## src/rtl/scfl_pkg.sv

```systemverilog
package scfl_pkg;

  // field widths
  localparam int unsigned ADDR_W   = 32;
  localparam int unsigned SIZE_W   = 32;
  localparam int unsigned CNT_W    = 32;
  localparam int unsigned STATUS_W = 3;
  localparam int unsigned CLS_W    = 7;
  localparam int unsigned PAD_W    = 21;

  // arena and class geometry
  localparam int unsigned ARENA_BYTES   = 65536;
  localparam int unsigned LARGE_LIMIT   = 4096;
  localparam int unsigned CLASS_COUNT   = 128;
  localparam int unsigned GRAN_BYTES    = 8;
  localparam int unsigned GRAN_SH       = $clog2(GRAN_BYTES);
  localparam int unsigned GRANULES      = ARENA_BYTES / GRAN_BYTES;
  localparam int unsigned GRAN_W        = $clog2(GRANULES);
  localparam int unsigned HEAD_W        = GRAN_W + 1;
  localparam int unsigned ARENA_AW      = $clog2(ARENA_BYTES);
  localparam int unsigned BUMP_W        = ARENA_AW + 1;
  localparam int unsigned WASTE_W       = $clog2(LARGE_LIMIT) + 1;
  localparam int unsigned CLS_IDX_W     = $clog2(CLASS_COUNT);
  localparam int unsigned SMALL_MAX     = 512;
  localparam int unsigned SMALL_W       = $clog2(SMALL_MAX) + 1;
  localparam int unsigned POW_CLASS_OFS = 55;

  // front to back queue
  localparam int unsigned QUEUE_DEPTH = 2;
  localparam int unsigned Q_PTR_W     = $clog2(QUEUE_DEPTH);

  typedef enum logic {
    OP_ALLOC = 1'b0,
    OP_FREE  = 1'b1
  } opcode_t;

  typedef enum logic [STATUS_W-1:0] {
    ST_OK        = 3'd0,
    ST_LARGE     = 3'd1,
    ST_EXHAUSTED = 3'd2,
    ST_NULL_FREE = 3'd3,
    ST_FOREIGN   = 3'd4
  } status_t;

  // classified request, as handed from front to back
  typedef struct packed {
    opcode_t               op;
    logic                  is_large;
    logic                  is_null;
    logic                  is_foreign;
    logic [CLS_W-1:0]      cls;
    logic [PAD_W-1:0]      padded;
    logic [WASTE_W-1:0]    waste;
    logic [GRAN_W-1:0]     granule;
    logic [SIZE_W-1:0]     req_size;
  } scfl_op_t;

endpackage

```

## src/rtl/scfl_queue.sv

```systemverilog
module scfl_queue import scfl_pkg::*; (
  input  logic     clk,
  input  logic     rst_n,
  input  logic     push_valid,
  input  scfl_op_t push_data,
  output logic     push_ready,
  output logic     pop_valid,
  output scfl_op_t pop_data,
  input  logic     pop
);

  scfl_op_t             slot_r [QUEUE_DEPTH];
  logic [Q_PTR_W-1:0]   wr_ptr_r;
  logic [Q_PTR_W-1:0]   rd_ptr_r;
  logic [Q_PTR_W:0]     count_r;
  logic                 do_push;
  logic                 do_pop;

  assign push_ready = (count_r != (Q_PTR_W+1)'(QUEUE_DEPTH));
  assign pop_valid  = (count_r != '0);
  assign pop_data   = slot_r[rd_ptr_r];
  assign do_push    = push_valid && push_ready;
  assign do_pop     = pop && pop_valid;

  always_ff @(posedge clk) begin
    if (!rst_n) begin
      wr_ptr_r <= '0;
      rd_ptr_r <= '0;
      count_r  <= '0;
    end else begin
      if (do_push) begin
        wr_ptr_r <= (wr_ptr_r == Q_PTR_W'(QUEUE_DEPTH - 1)) ? '0 : wr_ptr_r + Q_PTR_W'(1);
      end
      if (do_pop) begin
        rd_ptr_r <= (rd_ptr_r == Q_PTR_W'(QUEUE_DEPTH - 1)) ? '0 : rd_ptr_r + Q_PTR_W'(1);
      end
      if (do_push && !do_pop) begin
        count_r <= count_r + (Q_PTR_W+1)'(1);
      end else if (do_pop && !do_push) begin
        count_r <= count_r - (Q_PTR_W+1)'(1);
      end
    end
  end

  always_ff @(posedge clk) begin
    if (do_push) begin
      slot_r[wr_ptr_r] <= push_data;
    end
  end

endmodule

```

## config.mk

```make
export PLATFORM = sky130hd
export DESIGN_NAME = scfl_queue
export DESIGN_NICKNAME = d
export VERILOG_FILES = /design/src/rtl/scfl_pkg.sv /design/src/rtl/scfl_queue.sv
export SDC_FILE = /design/constraint.sdc
export NUM_CORES = 1
export LEC_CHECK = 0
export BUFFER_PORTS_ARGS = -buffer_cell sky130_fd_sc_hd__clkbuf_2
export CAP_MARGIN = 10
export CORE_ASPECT_RATIO = 1.2
export CORE_MARGIN = 4
export CORE_UTILIZATION = 40
export CTS_CLUSTER_DIAMETER = 120
export CTS_CLUSTER_SIZE = 16
export DETAILED_ROUTE_END_ITERATION = 7
export GPL_ROUTABILITY_DRIVEN = 0
export PLACE_DENSITY = 0.6
export SLEW_MARGIN = 20
export SYNTH_ARGS = -nofsm -noshare
export SYNTH_HDL_FRONTEND = slang
export SYNTH_SLANG_ARGS = --single-unit
export TNS_END_PERCENT = 5
```

## constraint.sdc

```tcl
create_clock -name clk -period 4.2 [get_ports clk]
set_clock_uncertainty 0.15 [all_clocks]
set_input_delay 0.42 -clock clk [delete_from_list [all_inputs] [get_ports clk]]
set_output_delay 0.42 -clock clk [all_outputs]
set_load 0.05 [all_outputs]
```

; ---- Yosys cells after proc, flatten, opt, wreduce, memory -nomap -nowiden
; Memories as Yosys holds them, arrays and structs flattened. A register that Yosys moved wholly into a read port is not among the register bits.
; Index checks and enable logic that the tools add are counted.
[totals]
register_bits = 4
mem_bits_rw = 180
inputBits = 94
output_inout_bits = 92
mem_count = 1
[op_classes]
addsub = 4
eq_ne = 1
muxes = 8
reduce_logical = 8
[memory_table]
columns = memory, depth, word_bits, read_ports, rd_clocked_by_memory_dff, write_ports, line
row1 = slot_r, 2, 90, 1, 1, 1, scfl_queue.sv:12  ; scfl_op_t slot_r [QUEUE_DEPTH];
[ops]
columns = op, count
row1 = 2-to-1 mux 1 bit, 6
row2 = logical AND 1 bit, 4
row3 = 2-to-1 mux 2 bit, 2
row4 = nonzero test 2 bit, 2
row5 = adder 1 bit (second input constant), 2
row6 = adder 2 x 1 -> 2 bit (second input constant), 1
row7 = logical NOT 1 bit, 2
row8 = != test 2 bit (second input constant), 1
row9 = subtractor 2 x 1 -> 2 bit (second input constant), 1

; ---- Longest topological paths before layout
[depth]
word_depth = 6
mapped_depth = 6

; ---- Least setup slack after synthesis
; No wires, ideal clock.
[synth_path]
path_type = register to register
from = register count_r[0]
to = memory slot_r[1][0] in the netlist's numbering, enable pin
setup_time_ps = 459
arrival_ps = 2822
required_time_ps = 3591
path_slack_ps = 769
path_stages_with_launch = 3
n_path_buf = 0
path_cell_list = dfxtp_1 -> nand2b_4 -> and3_1
[synth_between]
elab_chain_len = 4
[synth_lines]
columns = item, line
row1 = start: declaration, scfl_queue.sv:15  ; logic [Q_PTR_W:0] count_r;
row2 = start signal: assignment, scfl_queue.sv:38  ; count_r <= count_r + (Q_PTR_W+1)'(1);
row3 = start signal: assignment, scfl_queue.sv:40  ; count_r <= count_r - (Q_PTR_W+1)'(1);
row4 = != test 2 bit, scfl_queue.sv:19  ; assign push_ready = (count_r != (Q_PTR_W+1)'(QUEUE_DEPTH));
row5 = via push_ready, scfl_queue.sv:6  ; output logic push_ready,
row6 = logical AND 1 bit, scfl_queue.sv:22  ; assign do_push = push_valid && push_ready;
row7 = 2-to-1 mux 1 bit, scfl_queue.sv:46  ; if (do_push) begin
row8 = 2-to-1 mux 1 bit (implied by the code), scfl_queue.sv:47  ; slot_r[wr_ptr_r] <= push_data;
row9 = end: declaration, scfl_queue.sv:12
; The timed path passes the listed nets, and every way through them passes these cells.

==> out/results.txt <==
number of distinct library cells after synthesis - 20
WL per Instance - 17.4 um
total clock sinks - 185
clock root buffer master - sky130_fd_sc_hd__clkbuf_16
power per standard cell area - 694 nW/um^2
Synth Instances - 304
highest net fanout along the worst path - 76
mux cell area share after synthesis - 15.1%
H-tree depth - 4
met1 wire length - 4.61 mm
Worst setup EP type - primary output
arrival time of the worst setup path - 2.37 ns
share of the synthesized area in compound gates (AO/OA/AOI/OAI) - 0.520%
commonest non-fill, non-tap cell in the layout - sky130_fd_sc_hd__clkbuf_2
Port Buffers - 185
final setup violation count - 0
# hold bufs at CTS - 0
antenna violations before repair - 0
area of combinational cells with multiple inputs - 1160 um^2
Final Hold Fails - 0
Congestion Overflow GR - 0
Syn-to-layout area delta - 25.4%
family with the most delay on the worst path - flip-flops
detailed-placement wirelength estimate - 8.69 mm
full die area - 19000 um^2
post-detailed-route DRC marker count - 0
post-CTS clock slew at the launch and capture registers of the worst setup and hold paths - 0.07 ns
Post-CTS Setup Inserts - 0
vias per std cell - 4.68
Placeable Area - 16400 um^2
wire length of the first global-routing pass - 19.3 mm
top area cells in the synthesized netlist - sky130_fd_sc_hd__edfxtp_1 80%, sky130_fd_sc_hd__mux2_2 15%, sky130_fd_sc_hd__dfxtp_1 1.5%
post-synthesis simple-gate area fraction - 0.966%
run status - complete, no violations
TritonCTS clock tree - built
worst voltage drop across the vdd grid - 0.509 mV
detailed-route wire length - 12.7 mm
sequential area share after synthesis - 81.8%
Clk Latency, worst-skew pair - 0.42 ns
synthesized-area fraction occupied by adder cells - 0.186%
filler cell count - 1374
clock buffers created by TritonCTS - 17
initial core utilization - 41.1%
most used cells in the layout excluding fill and tap cells - 185 x sky130_fd_sc_hd__clkbuf_2, 180 x sky130_fd_sc_hd__edfxtp_1, 90 x sky130_fd_sc_hd__mux2_2
unrepaired setup endpoints after global routing - false
fraction of layout cells with a size suffix above 1 - 60.5%
Post-DRT Antenna Nets - 0
peak per-stage delay on the critical path - 1.03 ns
Max-Slew Margin vs Limit - 32.0%
final-report max-slew violation count - 0
clock buffer depth - 2
TNS Setup - 0 ns
critical path startpoint category - flop
overall power - 5860 uW
achievable frequency - 340 MHz
vias in the first global route - 3788
required arrival time at the worst endpoint - 3.63 ns
maximum number of pins on one net before global-route repair - 77
CP cell instances - buf_4 -> mux2_2 -> clkbuf_2
I/O pins - 186
Detailed Route Iter0 Violations - 116
width of the die - 126 um
Leakage Power - 0.00316 uW
Area after DPL - 7910 um^2
critical path type - flop to primary output
Synth Area in XOR/XNOR - 0.390%
detailed-routing iteration count for the pre-antenna-repair pass - 4
Min Clock Period, post-route - 2.94 ns
Post-Synthesis Net Count - 399
main combinational cell family by area after synthesis - multiplexers
number of maximum-capacitance constraint violations - 0
final design instance area without fill - 8450 um^2
warning count from the yosys run - 0
master of the slowest instance on the critical path - sky130_fd_sc_hd__dfxtp_4
final critical-path share of the clock period - 70.0%
height of the die - 150 um
type of the worst min-delay path - input pin to flop
antenna diode count - 0
number of cell rows - 51
number of buffers and inverters on the critical path - 2
cells resized by post-CTS repair - 0
topmost layer with routed signal wires - met4
global-route usage over all layers - 13.5%
worst slew pin tran - 1.02 ns
total vias in the final route - 3413
post-synthesis cell type with the largest combined area - sky130_fd_sc_hd__edfxtp_1
met3 wire length - 877 um
Detail Route met2 WL - 6.88 mm
post-synthesis average cell area - 22.2 um^2
Register Area - 5510 um^2
synthesis-stage register bit count - 185
net count reported at finish - 599
portion of synthesized cell area occupied by the leading cell type - 80.3%
Post-Synthesis Cell Area - 6730 um^2
[synth_stat cells]
library cell,instances
sky130_fd_sc_hd__xnor2_1,2
sky130_fd_sc_hd__nand2b_4,1
sky130_fd_sc_hd__nand3b_1,1
sky130_fd_sc_hd__a21boi_1,1
sky130_fd_sc_hd__a21bo_2,1
sky130_fd_sc_hd__xor2_1,1
sky130_fd_sc_hd__or2_2,1
sky130_fd_sc_hd__dfxtp_1,5
sky130_fd_sc_hd__o21ai_1,1
sky130_fd_sc_hd__edfxtp_1,180
sky130_fd_sc_hd__or3_1,1
sky130_fd_sc_hd__buf_2,1
sky130_fd_sc_hd__and2_1,4
sky130_fd_sc_hd__inv_1,1
sky130_fd_sc_hd__ha_1,1
sky130_fd_sc_hd__mux2_2,90
sky130_fd_sc_hd__o21ai_0,1
sky130_fd_sc_hd__buf_4,9
sky130_fd_sc_hd__and3_1,1
sky130_fd_sc_hd__a21boi_0,1
[per-layer routing]
layer	track usage, %	up-vias
met2	23.9	111
met3	5.04	24
met4	6.44	0
li1	-	1608
met1	14.2	1670
met5	0	-
[stage by stage]
step	hold slack, ns	cells	util [%]	setup WS (ns)
4_1_cts	0.00885	729	51.5	1.17
3_3_place_gp	0.381	697	48.2	1.67
6_report	0.0351	729	51.5	1.26
3_5_place_dp	0.419	697	48.2	1.64
5_1_grt	0.0116	729	51.5	1.08
2_1_floorplan	0.362	304	-	0.769
[sequential cells by signal, indices dropped and copies added (netlist names), named ones only]
signal    count
count_r       2
rd_ptr_r      1
slot_r      180
wr_ptr_r      1
[cell families after synthesis]
| group | count (synthesis) |
|---|---|
| flops | 185 |
| mux | 90 |
| buf+inv | 11 |
| simple gates | 9 |
| compound gates | 5 |
| xor+xnor | 3 |
| fa+ha+maj | 1 |
[path summary, 6_finish.rpt]
check | endpoint | depth (start not counted) | slack [ns] | startpoint
setup / recovery | pop_data[44] | 3 | 1.26 | flop
hold / removal | slot_r[0][2] | 1 | 0.04 | push_data[2]
setup reg to reg | slot_r[1][68] | 3 | 1.91 | count_r[0]
hold reg to reg | count_r[1] | 2 | 0.42 | count_r[1]
[power by group]
part / internal [uW] / leakage [uW] / switching, uW
Combinational: 554 / 0.00119 / 1400
Sequential: 2310 / 0.00172 / 157
Clock: 808 / 0.000253 / 637
[area by class of cell]
cell class	count	area share, %
Multi-Input combinational cell	108	13.7
Clock inverter	13	1.23
Clock buffer	19	5.13
Sequential cell	185	65.2
Inverter	1	0.0741
Timing Repair Buffer	191	11.5
Tap cell	212	3.14
(Power assumes the default switching activity.)
