## src/rtl/scfl_pkg.sv

```systemverilog
package scfl_pkg;

  // field widths
  localparam int unsigned ADDR_W   = 32;
  localparam int unsigned SIZE_W   = 32;
  localparam int unsigned CNT_W    = 32;
  localparam int unsigned STATUS_W = 3;
  localparam int unsigned CLS_W    = 7;
  localparam int unsigned PAD_W    = 21;

  // arena and class geometry
  localparam int unsigned ARENA_BYTES   = 65536;
  localparam int unsigned LARGE_LIMIT   = 4096;
  localparam int unsigned CLASS_COUNT   = 128;
  localparam int unsigned GRAN_BYTES    = 8;
  localparam int unsigned GRAN_SH       = $clog2(GRAN_BYTES);
  localparam int unsigned GRANULES      = ARENA_BYTES / GRAN_BYTES;
  localparam int unsigned GRAN_W        = $clog2(GRANULES);
  localparam int unsigned HEAD_W        = GRAN_W + 1;
  localparam int unsigned ARENA_AW      = $clog2(ARENA_BYTES);
  localparam int unsigned BUMP_W        = ARENA_AW + 1;
  localparam int unsigned WASTE_W       = $clog2(LARGE_LIMIT) + 1;
  localparam int unsigned CLS_IDX_W     = $clog2(CLASS_COUNT);
  localparam int unsigned SMALL_MAX     = 512;
  localparam int unsigned SMALL_W       = $clog2(SMALL_MAX) + 1;
  localparam int unsigned POW_CLASS_OFS = 55;

  // front to back queue
  localparam int unsigned QUEUE_DEPTH = 2;
  localparam int unsigned Q_PTR_W     = $clog2(QUEUE_DEPTH);

  typedef enum logic {
    OP_ALLOC = 1'b0,
    OP_FREE  = 1'b1
  } opcode_t;

  typedef enum logic [STATUS_W-1:0] {
    ST_OK        = 3'd0,
    ST_LARGE     = 3'd1,
    ST_EXHAUSTED = 3'd2,
    ST_NULL_FREE = 3'd3,
    ST_FOREIGN   = 3'd4
  } status_t;

  // classified request, as handed from front to back
  typedef struct packed {
    opcode_t               op;
    logic                  is_large;
    logic                  is_null;
    logic                  is_foreign;
    logic [CLS_W-1:0]      cls;
    logic [PAD_W-1:0]      padded;
    logic [WASTE_W-1:0]    waste;
    logic [GRAN_W-1:0]     granule;
    logic [SIZE_W-1:0]     req_size;
  } scfl_op_t;

endpackage

```

## src/rtl/scfl_if.sv

```systemverilog
interface scfl_req_if import scfl_pkg::*; ();
  logic                valid;
  logic                ready;
  logic                opcode;
  logic [SIZE_W-1:0]   req_size;
  logic [ADDR_W-1:0]   block_address;

  modport source (output valid, opcode, req_size, block_address, input ready);
  modport sink   (input valid, opcode, req_size, block_address, output ready);
endinterface


```

## src/rtl/scfl_front.sv

```systemverilog
module scfl_front import scfl_pkg::*; (
  input  logic              clk,
  input  logic              rst_n,
  input  logic [ADDR_W-1:0] arena_base,
  scfl_req_if.sink          in_req,
  output logic              push_valid,
  output scfl_op_t          push_data,
  input  logic              push_ready
);

  // highest set bit of a byte
  function automatic logic [2:0] msb8(input logic [7:0] v);
    logic [2:0] r;
    r = '0;
    for (int i = 0; i < 8; i++) begin
      if (v[i]) r = 3'(i);
    end
    return r;
  endfunction

  logic                  s1_valid_r;
  opcode_t               s1_op_r;
  logic [SIZE_W-1:0]     s1_size_r;
  logic                  s1_null_r;
  logic                  s1_foreign_r;
  logic [GRAN_W-1:0]     s1_gran_r;
  logic [3:0]            s1_nz_r;
  logic [3:0][2:0]       s1_bmsb_r;

  logic                  accept;
  logic [ADDR_W-1:0]     off;
  logic [SIZE_W-1:0]     dm;

  logic                  is_small;
  logic [SMALL_W-1:0]    eff_small;
  logic [SMALL_W-1:0]    eff_m1;
  logic [CLS_W-1:0]      cls_small;
  logic [4:0]            msb;
  logic [CLS_W-1:0]      cls;
  logic [PAD_W-1:0]      padded;
  logic [WASTE_W-1:0]    eff_w;

  assign in_req.ready = !s1_valid_r || push_ready;
  assign accept       = in_req.valid && in_req.ready;
  assign off          = in_req.block_address - arena_base;
  assign dm           = in_req.req_size - SIZE_W'(1);

  always_ff @(posedge clk) begin
    if (!rst_n) begin
      s1_valid_r <= 1'b0;
    end else if (in_req.ready) begin
      s1_valid_r <= in_req.valid;
    end
  end

  // size - 1 is split into bytes here so the ceil log2 finishes after the register
  always_ff @(posedge clk) begin
    if (accept) begin
      s1_op_r      <= opcode_t'(in_req.opcode);
      s1_size_r    <= in_req.req_size;
      s1_null_r    <= (in_req.block_address == '0);
      s1_foreign_r <= (off >= ADDR_W'(ARENA_BYTES));
      s1_gran_r    <= off[ARENA_AW-1:GRAN_SH];
      for (int b = 0; b < 4; b++) begin
        s1_nz_r[b]   <= (dm[b*8 +: 8] != 8'd0);
        s1_bmsb_r[b] <= msb8(dm[b*8 +: 8]);
      end
    end
  end

  always_comb begin
    is_small  = (s1_size_r <= SIZE_W'(SMALL_MAX));
    eff_small = (s1_size_r == '0) ? SMALL_W'(GRAN_BYTES) : s1_size_r[SMALL_W-1:0];
    eff_m1    = eff_small - SMALL_W'(1);
    cls_small = CLS_W'(eff_m1 >> GRAN_SH);

    priority if (s1_nz_r[3]) msb = {2'd3, s1_bmsb_r[3]};
    else if (s1_nz_r[2])     msb = {2'd2, s1_bmsb_r[2]};
    else if (s1_nz_r[1])     msb = {2'd1, s1_bmsb_r[1]};
    else                     msb = {2'd0, s1_bmsb_r[0]};

    if (is_small) begin
      cls    = cls_small;
      padded = (PAD_W'(cls_small) + PAD_W'(1)) << GRAN_SH;
    end else begin
      // ceil log2 of size is msb(size - 1) + 1
      cls    = CLS_W'(msb) + CLS_W'(POW_CLASS_OFS + 1);
      padded = (msb < 5'(PAD_W - 1)) ? (PAD_W'(1) << (6'(msb) + 6'd1)) : '0;
    end

    eff_w = (s1_size_r == '0) ? WASTE_W'(GRAN_BYTES) : s1_size_r[WASTE_W-1:0];
  end

  assign push_valid           = s1_valid_r;
  assign push_data.op         = s1_op_r;
  assign push_data.is_large   = (s1_size_r >= SIZE_W'(LARGE_LIMIT));
  assign push_data.is_null    = s1_null_r;
  assign push_data.is_foreign = s1_foreign_r;
  assign push_data.cls        = cls;
  assign push_data.padded     = padded;
  assign push_data.waste      = padded[WASTE_W-1:0] - eff_w;
  assign push_data.granule    = s1_gran_r;
  assign push_data.req_size   = s1_size_r;

endmodule

```

## src/flat_wrapper.sv

```systemverilog
// flat-port wrapper written by rule: the top's interface ports become plain ports
module scfl_front_flat import scfl_pkg::*;
  (clk, rst_n, arena_base, push_valid, push_data, push_ready, in_req_valid, in_req_opcode, in_req_req_size, in_req_block_address, in_req_ready);
  scfl_req_if in_req_i ();
  input  logic clk;
  input  logic rst_n;
  input  logic [ADDR_W-1:0] arena_base;
  output logic push_valid;
  output scfl_op_t push_data;
  input  logic push_ready;
  input wire logic [$bits(in_req_i.valid)-1:0] in_req_valid;
  input wire logic [$bits(in_req_i.opcode)-1:0] in_req_opcode;
  input wire logic [$bits(in_req_i.req_size)-1:0] in_req_req_size;
  input wire logic [$bits(in_req_i.block_address)-1:0] in_req_block_address;
  output wire logic [$bits(in_req_i.ready)-1:0] in_req_ready;
  assign in_req_i.valid = in_req_valid;
  assign in_req_i.opcode = in_req_opcode;
  assign in_req_i.req_size = in_req_req_size;
  assign in_req_i.block_address = in_req_block_address;
  assign in_req_ready = in_req_i.ready;
  scfl_front u_core (.clk(clk), .rst_n(rst_n), .arena_base(arena_base), .in_req(in_req_i), .push_valid(push_valid), .push_data(push_data), .push_ready(push_ready));
endmodule
```

## config.mk

```make
export PLATFORM = sky130hd
export DESIGN_NAME = scfl_front_flat
export DESIGN_NICKNAME = d
export VERILOG_FILES = /design/src/rtl/scfl_pkg.sv /design/src/rtl/scfl_if.sv /design/src/rtl/scfl_front.sv /design/src/flat_wrapper.sv
export SDC_FILE = /design/constraint.sdc
export NUM_CORES = 1
export LEC_CHECK = 0
export ABC_CLOCK_PERIOD_IN_PS = 14000
export BUFFER_PORTS_ARGS = -buffer_cell sky130_fd_sc_hd__buf_2
export CAP_MARGIN = 10
export CORE_MARGIN = 3
export CORE_UTILIZATION = 31
export CTS_BUF_LIST = sky130_fd_sc_hd__clkbuf_4
export CTS_CLUSTER_SIZE = 40
export DETAILED_ROUTE_END_ITERATION = 10
export PLACE_DENSITY_LB_ADDON = 0.15
export SYNTH_ARGS = -nofsm -noshare
export SYNTH_HDL_FRONTEND = slang
export SYNTH_SLANG_ARGS = --single-unit
export TNS_END_PERCENT = 5
```

## constraint.sdc

```tcl
create_clock -name clk -period 14 [get_ports clk]
set_clock_uncertainty 0.2 [all_clocks]
set_input_delay 0.7 -clock clk [delete_from_list [all_inputs] [get_ports clk]]
set_output_delay 0.7 -clock clk [all_outputs]
set_load 0.005 [all_outputs]
```

# After elaboration in Yosys (flattened, before gate mapping)
# Cells that the tools add are included.
[classes] shifts=1 n_mux=32 magnitude_cmp=4 add_sub_neg=7 reduce_logical=17
[op_table] op="$logic_not A32 Y1" n=2
[op_table] op="$mux W21" n=2
[op_table] op="$ge A32 B13 Y1 const B" n=1
[op_table] op="$ge A32 B17 Y1 const B" n=1
[op_table] op="$le A32 B10 Y1 const B" n=1
[op_table] op="$mux W2" n=16
[op_table] op="$reduce_bool A8 Y1" n=4
[op_table] op="$sub A32 B1 Y32 const B" n=1
[op_table] op="$sub A32 B32 Y32" n=1
[op_table] op="$shl A1 B6 Y21 const A" n=1
[op_table] op="$reduce_or A4 Y1" n=4
[op_table] op="$mux W13" n=1
[op_table] op="$sub A13 B13 Y13" n=1
[op_table] op="$mux W10" n=1
[op_table] op="$mux W5" n=2
[op_table] op="$sub A10 B1 Y10 const B" n=1
[op_table] op="$add A7 B1 Y8 const B" n=1
[op_table] op="$mux W1" n=8
[op_table] op="$reduce_or A2 Y1" n=4
[op_table] op="$add A5 B6 Y7 const B" n=1
[op_table] op="$mux W7" n=1
[op_table] op="$add A5 B1 Y6 const B" n=1
[op_table] op="$lt A5 B5 Y1 const B" n=1
[op_table] op="$mux W4" n=1
[op_table] op="other kinds (3)" n=3
[totals] output_inout_bits=92 ff_bits=65 input_bits=101

# Depth between registers and ports, before layout
# Gate-level depths: netlist of the first run.
[logic_depth] word_depth=8 depth_mapped=21 ltp_nobuf=20

# Worst setup path after synthesis of the first run
# No wires, ideal clock.
[synth_timing] path_type="register -> output" startpoint="reg u_core.s1_size_r[1]" endpoint="out push_data[56] (netlist name)" stages_incl_launch_ff=19 t_arrival_ns=4.295 required_time_ns=13.100 setup_slack_ns=8.805 cell_sequence="edfxtp_1 or3_4 or3_4 or4_4 nor3_2 or3_1 nand2_1 o21ai_0 ha_1 nor3_2 a41oi_1 xnor2_1 o22ai_2 ha_1 a31o_2 a311o_1 a21o_1 a21oi_1 xnor2_1"
[synth_lines] element="start, declared" line="scfl_front.sv:23" text="logic [SIZE_W-1:0] s1_size_r;"
[synth_lines] element="start signal, assigned" line="scfl_front.sv:60" text="s1_size_r <= in_req.req_size;"
[synth_lines] element="end, declared" line="flat_wrapper.sv:9" text="output scfl_op_t push_data;"

==> results of run 1 <==
through the flow:
step / util [%] / hold slack [ns] / worst slack (ns) / total power, mW
global route: 38.9 / 0.194 / 6.96 / 0.607
floorplan: - / 0.337 / 8.80 / 0.347
CTS: 38.9 / 0.194 / 7.39 / 0.578
finish: 38.9 / 0.242 / 7.44 / 0.571
global placement: 38.0 / 0.323 / 7.97 / 0.411
detailed placement: 38.0 / 0.329 / 7.90 / 0.410
cells by family after synthesis:
| family | after synthesis | synth area share (%) |
|---|---|---|
| and+or+nand+nor | 312 | 25.7 |
| DFF | 64 | 30.2 |
| buffers and inverters | 97 | 6.01 |
| muxes | 8 | 1.33 |
| xor gates and xnor gates | 41 | 5.68 |
| adders and majority gates | 50 | 10.1 |
| AOI/OAI and AO/OA | 205 | 20.9 |
cell usage in the layout (no fill, tap or decap), types with 9 or more instances in the layout:
master / netlist / layout
a21oi_1: 58 / 58
nand2b_1: 21 / 21
nor2b_1: 17 / 17
or3_1: 9 / 9
a211oi_1: 11 / 11
nand4_1: 17 / 17
nor2_1: 79 / 79
nand3_1: 21 / 21
buf_2: 1 / 192
clkbuf_4: 0 / 10
nand2_1: 59 / 59
nor4_1: 18 / 18
ha_1: 48 / 48
xor2_1: 12 / 12
nor3_1: 24 / 24
a31oi_1: 20 / 20
o21ai_0: 33 / 33
edfxtp_1: 63 / 63
inv_1: 69 / 69
xnor2_1: 29 / 29
critical path, delay by kind of cell (launching register included):
kind	cells	cell delay, ns
adder cells (fa/ha/maj)	1	0.28
AND/OR/NAND/NOR	10	3.04
buffers and inverters	2	0.19
AO/OA/AOI/OAI	6	1.12
flip-flops	1	0.46
XOR/XNOR	1	0.14
registers in the layout, indices dropped and copies added, names as in the netlist:
register and count:
u_core.s1_gran_r 13, u_core.s1_nz_r 3, u_core.s1_bmsb_r 12, u_core.push_valid 1
u_core.s1_null_r 1, u_core.s1_op_r 1, u_core.s1_foreign_r 1, u_core.s1_size_r 32
power breakdown:
| group | switching, mW | internal, mW | total (mW) | leakage, nW |
|---|---|---|---|---|
| clock network | 0.0734 | 0.0918 | 0.165 | 0.0964 |
| logic | 0.0988 | 0.0718 | 0.171 | 2.64 |
| registers | 0.00729 | 0.228 | 0.235 | 0.597 |
| total | 0.180 | 0.392 | 0.571 | 3.33 |
layout make-up:
class	instances	area (um^2)	area share [%]
diodes	1	2.50	0.0325
flip-flops and latches	64	1910	24.8
well taps	265	332	4.31
clock inverters	6	108	1.40
inverters	69	259	3.36
multi-input cells	616	4040	52.4
repair buffers	194	976	12.7
clock buffers	10	75.1	0.975
worst max path at each step:
stage                                        startpoint             to  slack, ns  cells after the start
after global routing      u_core.s1_size_r[1]$_DFFE_PP_  push_data[56]       6.96                     20
after global placement    u_core.s1_size_r[1]$_DFFE_PP_  push_data[56]       7.97                     20
after floorplan           u_core.s1_size_r[1]$_DFFE_PP_  push_data[56]       8.80                     18
final                     u_core.s1_size_r[1]$_DFFE_PP_  push_data[56]       7.44                     20
after CTS                 u_core.s1_size_r[1]$_DFFE_PP_  push_data[56]       7.39                     20
after detailed placement  u_core.s1_size_r[1]$_DFFE_PP_  push_data[56]       7.90                     20
routing by layer:
layer	global-route usage, %	wire (um)	up-vias	part of all wire (%)
met5	0	0	-	0
met4	4.53	252	0	1.3
met3	2.16	1100	18	5.9
met2	28.6	9030	219	48
met1	20.9	8320	2863	44
li1	-	-	3237	-
==> flow_metrics.env, run 1 <==
export IMPL_run_status="finished clean"
export IMPL_fin_crit_ns=6.56
export IMPL_cpMostUsedCell="nor2b_1"
export IMPL_cts_setup_buffers=0
export IMPL_grt_use_total_pct=16.2
export IMPL_fillers=2080
export IMPL_crit_required_ns=13.10
export IMPL_synth_top_cells_by_count="nor2_1 (79), inv_1 (69), edfxtp_1 (63)"
export IMPL_area_delta_synth_final_pct=21.7
export IMPL_async_flop_share_pct=0
export IMPL_rr_endpoint="u_core.s1_size_r[21]$_DFFE_PP_"
export IMPL_ctsHoldBuffers=0
export IMPL_ir_drop_v=0.0000346
export IMPL_synth_cell_types=72
export IMPL_io_pins=193
export IMPL_max_clock_freq_mhz=153
export IMPL_cts_tree="done"
export IMPL_start_kind="register"
export IMPL_die_h_um=149
export IMPL_antenna_found_initial=1
export IMPL_tns_ns=0
export IMPL_slew_headroom_pct=45.9
export IMPL_path_cells="or3_4 > or3_4 > or4_4 > o31ai_1 > nor2b_1 > nor4_1 > nand4_1 > inv_1 > ha_1 > nor2b_1 > o21ai_0 > nand2b_1 > a21oi_1 > nor2b_1 > or3_1 > a311o_1 > a21o_1 > a21oi_1 > xnor2_1 > buf_2"
export IMPL_synth_fp_nets=928
export IMPL_setup_viol=0
export IMPL_p_leak_nw=3.33
export IMPL_grt_overflow=0
export IMPL_drtAntennaViolNets=0
export IMPL_synth_edff_count=63
export IMPL_rsz0062_at_grt="no"
export IMPL_cts_sinks=64
export IMPL_cts_repair_resized=0
export IMPL_final_area_um2=7700
export IMPL_min_from="in_req_opcode"
export IMPL_end_kind="primary output"
export IMPL_synth_seq_cells=64
export IMPL_crit_slowest_cell="nor2b_1"
export IMPL_grt_pass1_vias=5833
export IMPL_yosys_area_top_type="edfxtp_1"
export IMPL_synth_seq_area_share_pct=30.2
export IMPL_avgViaCountPerCell=5.17
export IMPL_grt_max_degree=49
export IMPL_portBuffers=192
export IMPL_hp_class="input port to register"
export IMPL_synth_area_per_cell_um2=8.14
export IMPL_syn_inst=777
export IMPL_hold_viol_final=0
export IMPL_cp_max_fo=12
export IMPL_clk_latency_ns=0.42
export IMPL_syn_area_um2=6330
export IMPL_reg2reg_from="u_core.push_valid$_SDFFE_PN0N_"
export IMPL_cpPeakStageDelay_ns=0.68
export IMPL_routedWlPerCell_um=15.3
export IMPL_crit_type="register to primary output"
export IMPL_hold_path_end="u_core.s1_op_r$_DFFE_PP_"
export IMPL_wirelength_um=18700
export IMPL_dp_cells=1208
export IMPL_drc=0
export IMPL_placed_area_um2=7510
export IMPL_reg2reg_setup_slack_ns=11.99
export IMPL_cap_violations=0
export IMPL_slew_viol_final=0
export IMPL_vias=6337
export IMPL_clock_root_buffer="clkbuf_4"
export IMPL_drt_iter0_markers=287
export IMPL_layout_nets=1105
export IMPL_cts_htree_levels=3
export IMPL_yosys_top_cells_area="edfxtp_1 (30%), ha_1 (9.5%), nor2_1 (4.7%)"
export IMPL_rr_worst_depth=3
export IMPL_drive_gt1_share_pct=23.8
export IMPL_fin_cells=1225
export IMPL_worst_slew_pin_slew_ns=0.809
export IMPL_cts_buffer_depth=2
export IMPL_hpwl_um=15200
export IMPL_gp_congestion=0.892
export IMPL_crit_arrival_ns=5.66
export IMPL_yosys_most_used_dff="edfxtp_1"
export IMPL_power_density_nw_per_um2=74.2
export IMPL_period_share_pct=46.8
export IMPL_yosysMostFrequentCell="nor2_1"
export IMPL_path_clk_slew_ns=0.11
export IMPL_num_rows=51
export IMPL_start_util_pct=32.0
export IMPL_min_path_cells=1
export IMPL_core_area_um2=19800
export IMPL_yosysWarningCount=0
export IMPL_grt_pass1_wl_um=29300
export IMPL_synth_top_cell_area_share_pct=29.9
export IMPL_die_w_um=149
export IMPL_cts_buffers=9
export IMPL_firstDrtPassIters=5
export IMPL_dieArea_um2=22200
Note: power is estimated with default switching activity, not from simulation.
==> run 2: changes to the inputs <==
ABC_CLOCK_PERIOD_IN_PS = 5290   (was 14000)
clock period = 5.29 ns   (was 14 ns; I/O delays follow)
==> flow_metrics.env, run 2 (same netlist as run 1, synthesis figures left out) <==
export IMPL_gp_congestion=0.915
export IMPL_drt_iter0_markers=258
export IMPL_portBuffers=192
export IMPL_grt_max_degree=49
export IMPL_grt_pass1_vias=6099
export IMPL_cts_sinks=64
export IMPL_min_from="in_req_block_address[20]"
export IMPL_worst_slew_pin_slew_ns=0.777
export IMPL_routedWlPerCell_um=14.9
export IMPL_grt_pass1_wl_um=30200
export IMPL_crit_required_ns=4.83
export IMPL_grt_overflow=0
export IMPL_multi_input_area_um2=4160
export IMPL_wirelength_um=19100
export IMPL_clock_root_buffer="clkbuf_4"
export IMPL_final_common_cell="buf_2"
export IMPL_top_register="u_core.s1_size_r"
export IMPL_crit_type="register to primary output"
export IMPL_die_h_um=149
export IMPL_layout_nets=1156
export IMPL_period_share_pct=98.2
export IMPL_hold_viol_final=0
export IMPL_grt_use_total_pct=16.6
export IMPL_hp_class="input port to register"
export IMPL_cap_violations=0
export IMPL_dieArea_um2=22200
export IMPL_min_path_cells=4
export IMPL_slew_headroom_pct=48.1
export IMPL_setup_ws_ns=0.0937
export IMPL_avgViaCountPerCell=5.16
export IMPL_start_util_pct=32.0
export IMPL_clk_latency_ns=0.43
export IMPL_cts_buffers=9
export IMPL_start_kind="register"
export IMPL_cts_htree_levels=3
export IMPL_area_sequential_um2=1910
export IMPL_reg2reg_from="u_core.push_valid$_SDFFE_PN0N_"
export IMPL_reg2reg_setup_slack_ns=3.26
export IMPL_antenna_found_initial=1
export IMPL_final_area_um2=8250
export IMPL_power_density_nw_per_um2=175
export IMPL_max_clock_freq_mhz=192
export IMPL_vias=6585
export IMPL_largest_reg_flops=32
export IMPL_crit_arrival_ns=4.73
export IMPL_cts_tree="done"
export IMPL_cp_max_fo=3
export IMPL_p_leak_nw=3.56
export IMPL_fin_crit_ns=5.20
export IMPL_end_kind="primary output"
export IMPL_rsz0062_at_grt="yes"
export IMPL_crit_slowest_cell="or4_4"
export IMPL_slew_viol_final=0
export IMPL_rr_endpoint="u_core.s1_foreign_r$_DFFE_PP_"
export IMPL_setup_viol=0
export IMPL_area_delta_synth_final_pct=30.4
export IMPL_hpwl_um=15300
export IMPL_drc=0
export IMPL_placed_area_um2=7540
export IMPL_core_area_um2=19800
export IMPL_cpPeakStageDelay_ns=0.53
export IMPL_cp_depth=19
export IMPL_drive_gt1_share_pct=25.9
export IMPL_io_pins=193
export IMPL_num_rows=51
export IMPL_run_status="finished clean"
export IMPL_cp_buffers_inverters=1
export IMPL_crit_family="simple AND/OR/NAND/NOR gates"
export IMPL_drtAntennaViolNets=0
export IMPL_ir_drop_v=0.0000869
export IMPL_layout_common_cells="buf_2 (192), nor2_1 (79), inv_1 (69)"
export IMPL_die_w_um=149
export IMPL_cpMostUsedCell="or3_4"
export IMPL_cts_buffer_depth=2
export IMPL_path_cells="or3_4 > or3_4 > or4_4 > nor3_4 > or3_4 > nand2_2 > ha_4 > nor3_2 > a41oi_2 > xnor2_1 > o22ai_2 > ha_4 > and2_4 > a31o_2 > a311o_1 > a21o_1 > a21oi_2 > xnor2_1 > buf_2"
export IMPL_path_clk_slew_ns=0.11
export IMPL_reg_largest_list="u_core.s1_size_r: 32 flops, u_core.s1_gran_r: 13 flops, u_core.s1_bmsb_r: 12 flops"
export IMPL_post_route_util_pct=41.7
export IMPL_fillers=2090
export IMPL_hold_path_end="u_core.s1_null_r$_DFFE_PP_"
export IMPL_firstDrtPassIters=5
export IMPL_pre_cts_ws_ns=0.213
export IMPL_rr_worst_depth=3
run 2: power breakdown:
group / leakage, nW / switching (mW) / internal (mW)
sequential: 0.597 / 0.0199 / 0.603
clock: 0.0722 / 0.190 / 0.147
combinational: 2.89 / 0.270 / 0.214
total: 3.56 / 0.479 / 0.964
run 2: layout make-up:
type | count | share of cell area [%]
multi-input combinational | 616 | 50.4
sequential | 64 | 23.2
timing repair buffer | 245 | 17.6
tap | 265 | 4.02
inverter | 69 | 3.14
clock buffer | 10 | 0.910
clock inverter | 6 | 0.728
antenna | 1 | 0.0303
run 2: worst reg2reg max path: stages (launching register included):
cell and delay [ns]:
dfxtp_1 0.33, nand2b_1 0.10, and2_2 0.41, buf_4 0.59
run 2: through the flow:
step / TNS, ns / hold slack [ns] / cells / power, mW
floorplan: 0 / 0.163 / 777 / 0.917
finish: 0 / 0.0517 / 1276 / 1.44
CTS: 0 / 0.0264 / 1270 / 1.46
global route: -0.306 / 0.0326 / 1276 / 1.54
global placement: 0 / 0.243 / 1211 / 1.09
detailed placement: 0 / 0.244 / 1211 / 1.09
run 2: layer usage:
layer	vias to the layer above	global-route usage [%]	wire [um]
met5	-	0	0
met4	0	3.80	257
met3	16	2.37	1050
met2	193	29.7	9520
met1	3037	21.2	8240
li1	3339	-	-
run 2: timing repair:
action | CTS | global route
buffers inserted | 8 | 5
gates resized for setup | 15 | 16
pin swaps | 12 | 22
setup endpoints to repair | 2 | 4
hold buffers | 35 | 0
hold endpoints to repair | 36 | 0
run 2: worst max path at each step:
stage,from,endpoint
4_1_cts,u_core.s1_size_r[0]$_DFFE_PP_,push_data[56]
3_5_place_dp,u_core.s1_size_r[0]$_DFFE_PP_,push_data[56]
2_1_floorplan,u_core.s1_size_r[1]$_DFFE_PP_,push_data[56]
3_3_place_gp,u_core.s1_size_r[0]$_DFFE_PP_,push_data[56]
5_1_grt,u_core.s1_size_r[1]$_DFFE_PP_,push_data[56]
6_report,u_core.s1_size_r[1]$_DFFE_PP_,push_data[56]
